<file path="config.mk">
export PLATFORM = sky130hd
export DESIGN_NAME = mtg_keybuf
export DESIGN_NICKNAME = d
export VERILOG_FILES = /design/src/hw/rtl/mtg_pkg.sv /design/src/hw/rtl/mtg_keybuf.sv
export SDC_FILE = /design/constraint.sdc
export NUM_CORES = 1
export LEC_CHECK = 0
export BUFFER_PORTS_ARGS = -buffer_cell sky130_fd_sc_hd__buf_2
export CAP_MARGIN = 20
export CELL_PAD_IN_SITES_DETAIL_PLACEMENT = 1
export CELL_PAD_IN_SITES_GLOBAL_PLACEMENT = 2
export CORE_MARGIN = 3
export CORE_UTILIZATION = 30
export DETAILED_ROUTE_END_ITERATION = 8
export PLACE_DENSITY = 0.66
export SYNTH_ARGS = -nofsm -noshare
export SYNTH_HDL_FRONTEND = slang
export SYNTH_SLANG_ARGS = --single-unit
export TNS_END_PERCENT = 50
</file>
<file path="constraint.sdc">
create_clock -name clk -period 2.5 [get_ports clk]
set_input_delay 0 -clock clk [delete_from_list [all_inputs] [get_ports clk]]
set_output_delay 0 -clock clk [all_outputs]
set_load 0.005 [all_outputs]
</file>
<file path="src/hw/rtl/mtg_pkg.sv">
// Shared types and constants for the MT19937 generator.
// No dependencies.
`timescale 1ns / 1ps

package mtg_pkg;

    localparam int STATE_LEN    = 624;
    localparam int TWIST_OFFSET = 397;
    localparam int KEY_MAX      = 16;

    localparam int ADDR_W    = $clog2(STATE_LEN + 2);
    localparam int KEY_IDX_W = (KEY_MAX > 1) ? $clog2(KEY_MAX) : 1;
    localparam int KEY_CNT_W = $clog2(KEY_MAX + 1);

    localparam logic [31:0] TWIST_MATRIX = 32'h9908b0df;
    localparam logic [31:0] HIGH_BIT     = 32'h80000000;
    localparam logic [31:0] SEED_MULT    = 32'd1812433253;
    localparam logic [31:0] MIX1_MULT    = 32'd1664525;
    localparam logic [31:0] MIX2_MULT    = 32'd1566083941;
    localparam logic [31:0] ARRAY_SEED   = 32'd19650218;
    localparam logic [31:0] DEFAULT_SEED = 32'd5489;
    localparam logic [31:0] TEMPER_B     = 32'h9d2c5680;
    localparam logic [31:0] TEMPER_C     = 32'hefc60000;

    typedef enum logic [1:0] {
        ACT_SEED = 2'd0,
        ACT_KEY  = 2'd1,
        ACT_GEN  = 2'd2,
        ACT_NOP  = 2'd3
    } action_t;

    typedef enum logic [4:0] {
        ST_IDLE, ST_S1_W0, ST_S1_MUL, ST_S1_WR,
        ST_A1_RD, ST_A1_WR, ST_A1_WRAP,
        ST_A2_RD, ST_A2_WR, ST_A2_WRAP, ST_A_FIN,
        ST_T_START, ST_T_CUR, ST_T_NXT, ST_T_WR,
        ST_G_RD, ST_G_OUT, ST_FINISH
    } state_t;

    typedef struct packed {
        logic                 wr;
        logic                 clr;
        logic [31:0]          wdata;
        logic [KEY_IDX_W-1:0] ridx;
    } key_ctrl_t;

    typedef struct packed {
        logic [KEY_CNT_W-1:0] count;
        logic                 full;
        logic [31:0]          rdata;
    } key_stat_t;

endpackage

</file>
<file path="src/hw/rtl/mtg_keybuf.sv">
// Seeding key buffer with fill count.
// Depends on mtg_pkg.
`timescale 1ns / 1ps

module mtg_keybuf import mtg_pkg::*; (
    input  logic      clk,
    input  logic      rst_n,
    input  key_ctrl_t ctrl,
    output key_stat_t stat
);

    logic [31:0]          key_mem_reg [KEY_MAX];
    logic [KEY_CNT_W-1:0] count_reg;
    logic [KEY_CNT_W-1:0] count_next;
    logic                 full;

    assign full = (count_reg == KEY_CNT_W'(KEY_MAX));

    // Advance or empty the count
    always_comb
    begin
        count_next = count_reg;
        if (ctrl.clr)
        begin
            count_next = '0;
        end
        else if (ctrl.wr && !full)
        begin
            count_next = count_reg + 1'b1;
        end
    end

    always_ff @(posedge clk or negedge rst_n)
    begin
        if (!rst_n)
        begin
            count_reg <= '0;
        end
        else
        begin
            count_reg <= count_next;
        end
    end

    // Store key words
    always_ff @(posedge clk)
    begin
        if (ctrl.wr && !full)
        begin
            key_mem_reg[count_reg[KEY_IDX_W-1:0]] <= ctrl.wdata;
        end
    end

    assign stat.count = count_reg;
    assign stat.full  = full;
    assign stat.rdata = key_mem_reg[ctrl.ridx];

endmodule

</file>
==> summary by stage <==
Status
The run finished with clean final reports.

Drt
The routed design has 43,600 µm of wire. The detailed-route via count is 8,983. The pre-antenna-repair detailed-routing pass consisted of 5 iterations. Signal routing reaches up to met4. In the routed design, unresolved DRC markers number 0. The routed design uses 21,900 µm of met2 wire. In the final routed layout, each cell accounts on average for 23.1 µm.

The length of routed wiring on met1 is 19,300 µm. The via count normalized by instance count is 4.76. The number of routed nets with antenna violations is 0. After detailed routing, the met3 layer carries 1710 µm of wire. The iteration-0 DRC count of the detailed router is 753.

Finish
Compared with the post-synthesis result, the final layout area differs by 19.5%. The most frequent standard cell in the layout excluding fill and tap cells is sky130_fd_sc_hd__edfxtp_1. Cells with a size suffix above 1 make up 32.1% of the layout. In the layout the commonest cells are 512 x sky130_fd_sc_hd__edfxtp_1, 128 x sky130_fd_sc_hd__mux4_2, 75 x sky130_fd_sc_hd__buf_2. The number of antenna diodes in the final layout is 0.

After routing the design area is 23,300 µm². The number of nets in the layout is 1,048. The register with the most flip-flops in the layout has 512 of them.

Floorplan
The standard cell core area is 63,700 µm². Once the floorplan was initialized, standard cells occupied 30.6% of the core. The floorplan step set the die width to 261 µm. The die is 261 µm tall. Pin placement for this block handled 78 I/O pins.

The standard-cell row count is 92. The die covers 68,100 µm².

Hold path
The worst hold path passes through 3 cells. The worst hold path belongs to the class primary input to flip-flop. The hold path startpoint is ctrl[36].

The worst hold endpoint is count_reg[1].

Setup path
The terminus of the critical flop-to-flop path is count_reg[0]. Measured in cells, the most critical reg-to-reg path has a length of 7. The type of element launching the critical path is a flip-flop. The biggest fanout along the worst timing path is 1. For this design, the slowest cell found on the critical path is sky130_fd_sc_hd__mux4_2. The worst setup path is captured at an output port. The critical path class is flip-flop to output port.

The signal on the critical path passes through mux4_2 > a22oi_1 > nand2_1 > buf_2. Tracing the worst setup path back leads to its startpoint at key_mem_reg[3][21]. The worst stage delay on the critical path is 0.48 ns. The gate family responsible for the most delay along the worst path is multiplexers. The critical path data arrival time is 2.11 ns.

In this run the critical register-to-register path is launched from count_reg[0]. Setup slack on the worst reg-to-reg path comes out at 0.48 ns. The number of buffers and inverters on the critical path is 1. The required time of the critical path is 2.50 ns.

Logic synthesis
In this run the cell area of the synthesized design comes to 19,500 µm². Counting flops and latches in the post-synthesis netlist gives 517. The top cell type by area accounts for 78.9% of the synthesized area. The number of instances in the synthesized netlist is 839. A synthesized cell averages 23.2 µm². The netlist uses 25 different library cells. The number of nets produced by synthesis is 883. The top cell type by total area after synthesis is sky130_fd_sc_hd__edfxtp_1. The number of warnings reported in the yosys synthesis log is 0.

The fraction of the yosys area taken by sequential cells is 79.5%. Ranked by total cell area, the synthesized netlist is headed by sky130_fd_sc_hd__edfxtp_1 79%, sky130_fd_sc_hd__mux4_2 15%, sky130_fd_sc_hd__a22oi_1 2.5%, sky130_fd_sc_hd__nand2_1 0.71%, sky130_fd_sc_hd__dfrtp_1 0.64%.

STA
Setup repair after global routing left no endpoint under its margin. The count of final setup violators is 0. The maximum achievable frequency is 475 MHz. Across the routed clock network, the largest skew measured is 0.0284 ns. The final critical-path required period is 2.11 ns. The number of endpoints with negative hold slack in the final report was 0. The final count of pins violating max slew is 0.

The transition time at the pin with the least slew margin is 0.773 ns. The worst pin sits at a relative slew slack of 48.5%. The ratio of final minimum period to clock period is 84.2%. The tightest hold path in the finished design has a slack of 0.223 ns.

Clock network
Counting along the longest clock path gives a buffer depth of 3. The number of levels the H-tree was split into is 2. In this run the post-CTS setup repair buffer count came out at 0. The number of buffers created by CTS is 51.

TritonCTS built the clock tree. For the worst-skew pair, the clock arrives at the later sink with an insertion delay of 0.60 ns. After clock tree synthesis, the clock-pin slew on the worst setup and hold paths is 0.06 ns. The root buffer cell is sky130_fd_sc_hd__clkbuf_16. Clock tree synthesis found a total of 517 sinks.

Global routing
The leftover overflow at the end of global routing is 0. The via count of the first global-routing pass is 10,000. Global routing consumed, over all layers together, 13.0% of the routing resources. Entering global routing, the biggest net connects 37 pins. The number of antenna violations at the first check in global routing is 0. The first-pass GRT wire length is 65,600 µm.

Power
In this run the power density over the cells is 758 nW/µm². The analysis attributes to cell leakage a power of 7.42 nW. The post-layout total power is 17.7 mW. The maximum VDD drop is 0.456 mV.

Placement
During placement, the flow inserted port buffers numbering 77. The placed wire-length estimate after detailed placement is 25,900 µm. The final weighted congestion in routability-driven placement is 0.710.

After detailed placement, the total cell area comes to 21,400 µm².

Flow run
Across the run, the number of max-cap violations was 0.
==> cell families (layout without fill, tap and decap cells) <==
kind of cell | Yosys count | after routing | synth area share, %
adder cells (fa/ha/maj) | 4 | 4 | 0.257
buffers and inverters | 50 | 254 | 1.21
XOR/XNOR | 1 | 1 | 0.0449
flip-flops | 517 | 517 | 79.5
multiplexers | 128 | 128 | 14.8
AND/OR/NAND/NOR | 66 | 66 | 1.48
AO/OA/AOI/OAI | 73 | 73 | 2.71
==> repair_timing <==
item | CTS | global route
gates resized for setup | 0 | 0
endpoints found under the hold margin | 522 | 0
hold buffers | 37 | 0
==> worst min-delay path: cells and delay by family <==
family / cells / cell delay [ns]
buffers and inverters: 2 / 0.71
AOI/OAI and AO/OA: 1 / 0.05
==> cell type report <==
type / instances / area, µm²
Tap cell: 846 / 1060
Timing Repair Buffer: 157 / 1300
Clock inverter: 31 / 203
Multi-Input combinational cell: 272 / 3880
Clock buffer: 61 / 1340
Inverter: 5 / 18.8
Sequential cell: 517 / 15500
Fill cell: 6105 / 40400
==> routing by layer <==
layer  up-vias  global-route usage (%)
met4         0                    3.22
met3        44                    2.56
met5         -                       0
met1      4886                    17.5
met2       145                    21.9
li1       3908                       -
==> synth_stat cells <==
cell	n
sky130_fd_sc_hd__o21ai_0	4
sky130_fd_sc_hd__nand2_1	37
sky130_fd_sc_hd__edfxtp_1	512
sky130_fd_sc_hd__and3_1	4
sky130_fd_sc_hd__or4_1	1
sky130_fd_sc_hd__clkbuf_1	18
sky130_fd_sc_hd__nand3_1	2
sky130_fd_sc_hd__inv_1	5
sky130_fd_sc_hd__dfrtp_1	5
sky130_fd_sc_hd__nor2_1	14
sky130_fd_sc_hd__ha_1	4
sky130_fd_sc_hd__buf_2	8
sky130_fd_sc_hd__nand4_1	1
sky130_fd_sc_hd__nor2b_1	2
sky130_fd_sc_hd__a211oi_1	1
sky130_fd_sc_hd__nand4bb_1	1
sky130_fd_sc_hd__xor2_1	1
sky130_fd_sc_hd__nand2b_1	2
sky130_fd_sc_hd__buf_1	9
sky130_fd_sc_hd__a21oi_1	4
sky130_fd_sc_hd__buf_4	10
sky130_fd_sc_hd__and2_1	1
sky130_fd_sc_hd__mux4_2	128
sky130_fd_sc_hd__a22oi_1	64
sky130_fd_sc_hd__or3_1	1
==> worst max path at each step <==
stage                               to  slack, ns  depth (start not counted)
finish                        stat[21]       0.39                          4
global route              count_reg[0]       0.27                          7
CTS                           stat[21]       0.29                          4
detailed placement   key_mem_reg[1][9]       0.48                          5
global placement     key_mem_reg[0][8]       0.58                          5
floorplan           key_mem_reg[12][0]      -0.10                          4
==> power breakdown <==
group	leakage [nW]	internal [mW]	switching, mW
clock network	0.755	4.00	3.11
logic	1.97	0.404	0.523
registers	4.69	9.61	0.0199
==> stage by stage <==
| stage | setup TNS, ns | cells | setup WS (ns) | util [%] |
|---|---|---|---|---|
| after floorplan | -12.84 | 839 | -0.104 | - |
| after global placement | 0 | 1760 | 0.581 | 33.6 |
| after detailed placement | 0 | 1760 | 0.484 | 33.6 |
| after CTS | 0 | 1889 | 0.295 | 36.6 |
| after global routing | 0 | 1889 | 0.270 | 36.6 |
| final | 0 | 1889 | 0.394 | 36.6 |
Power figures use the tool's default switching activity.
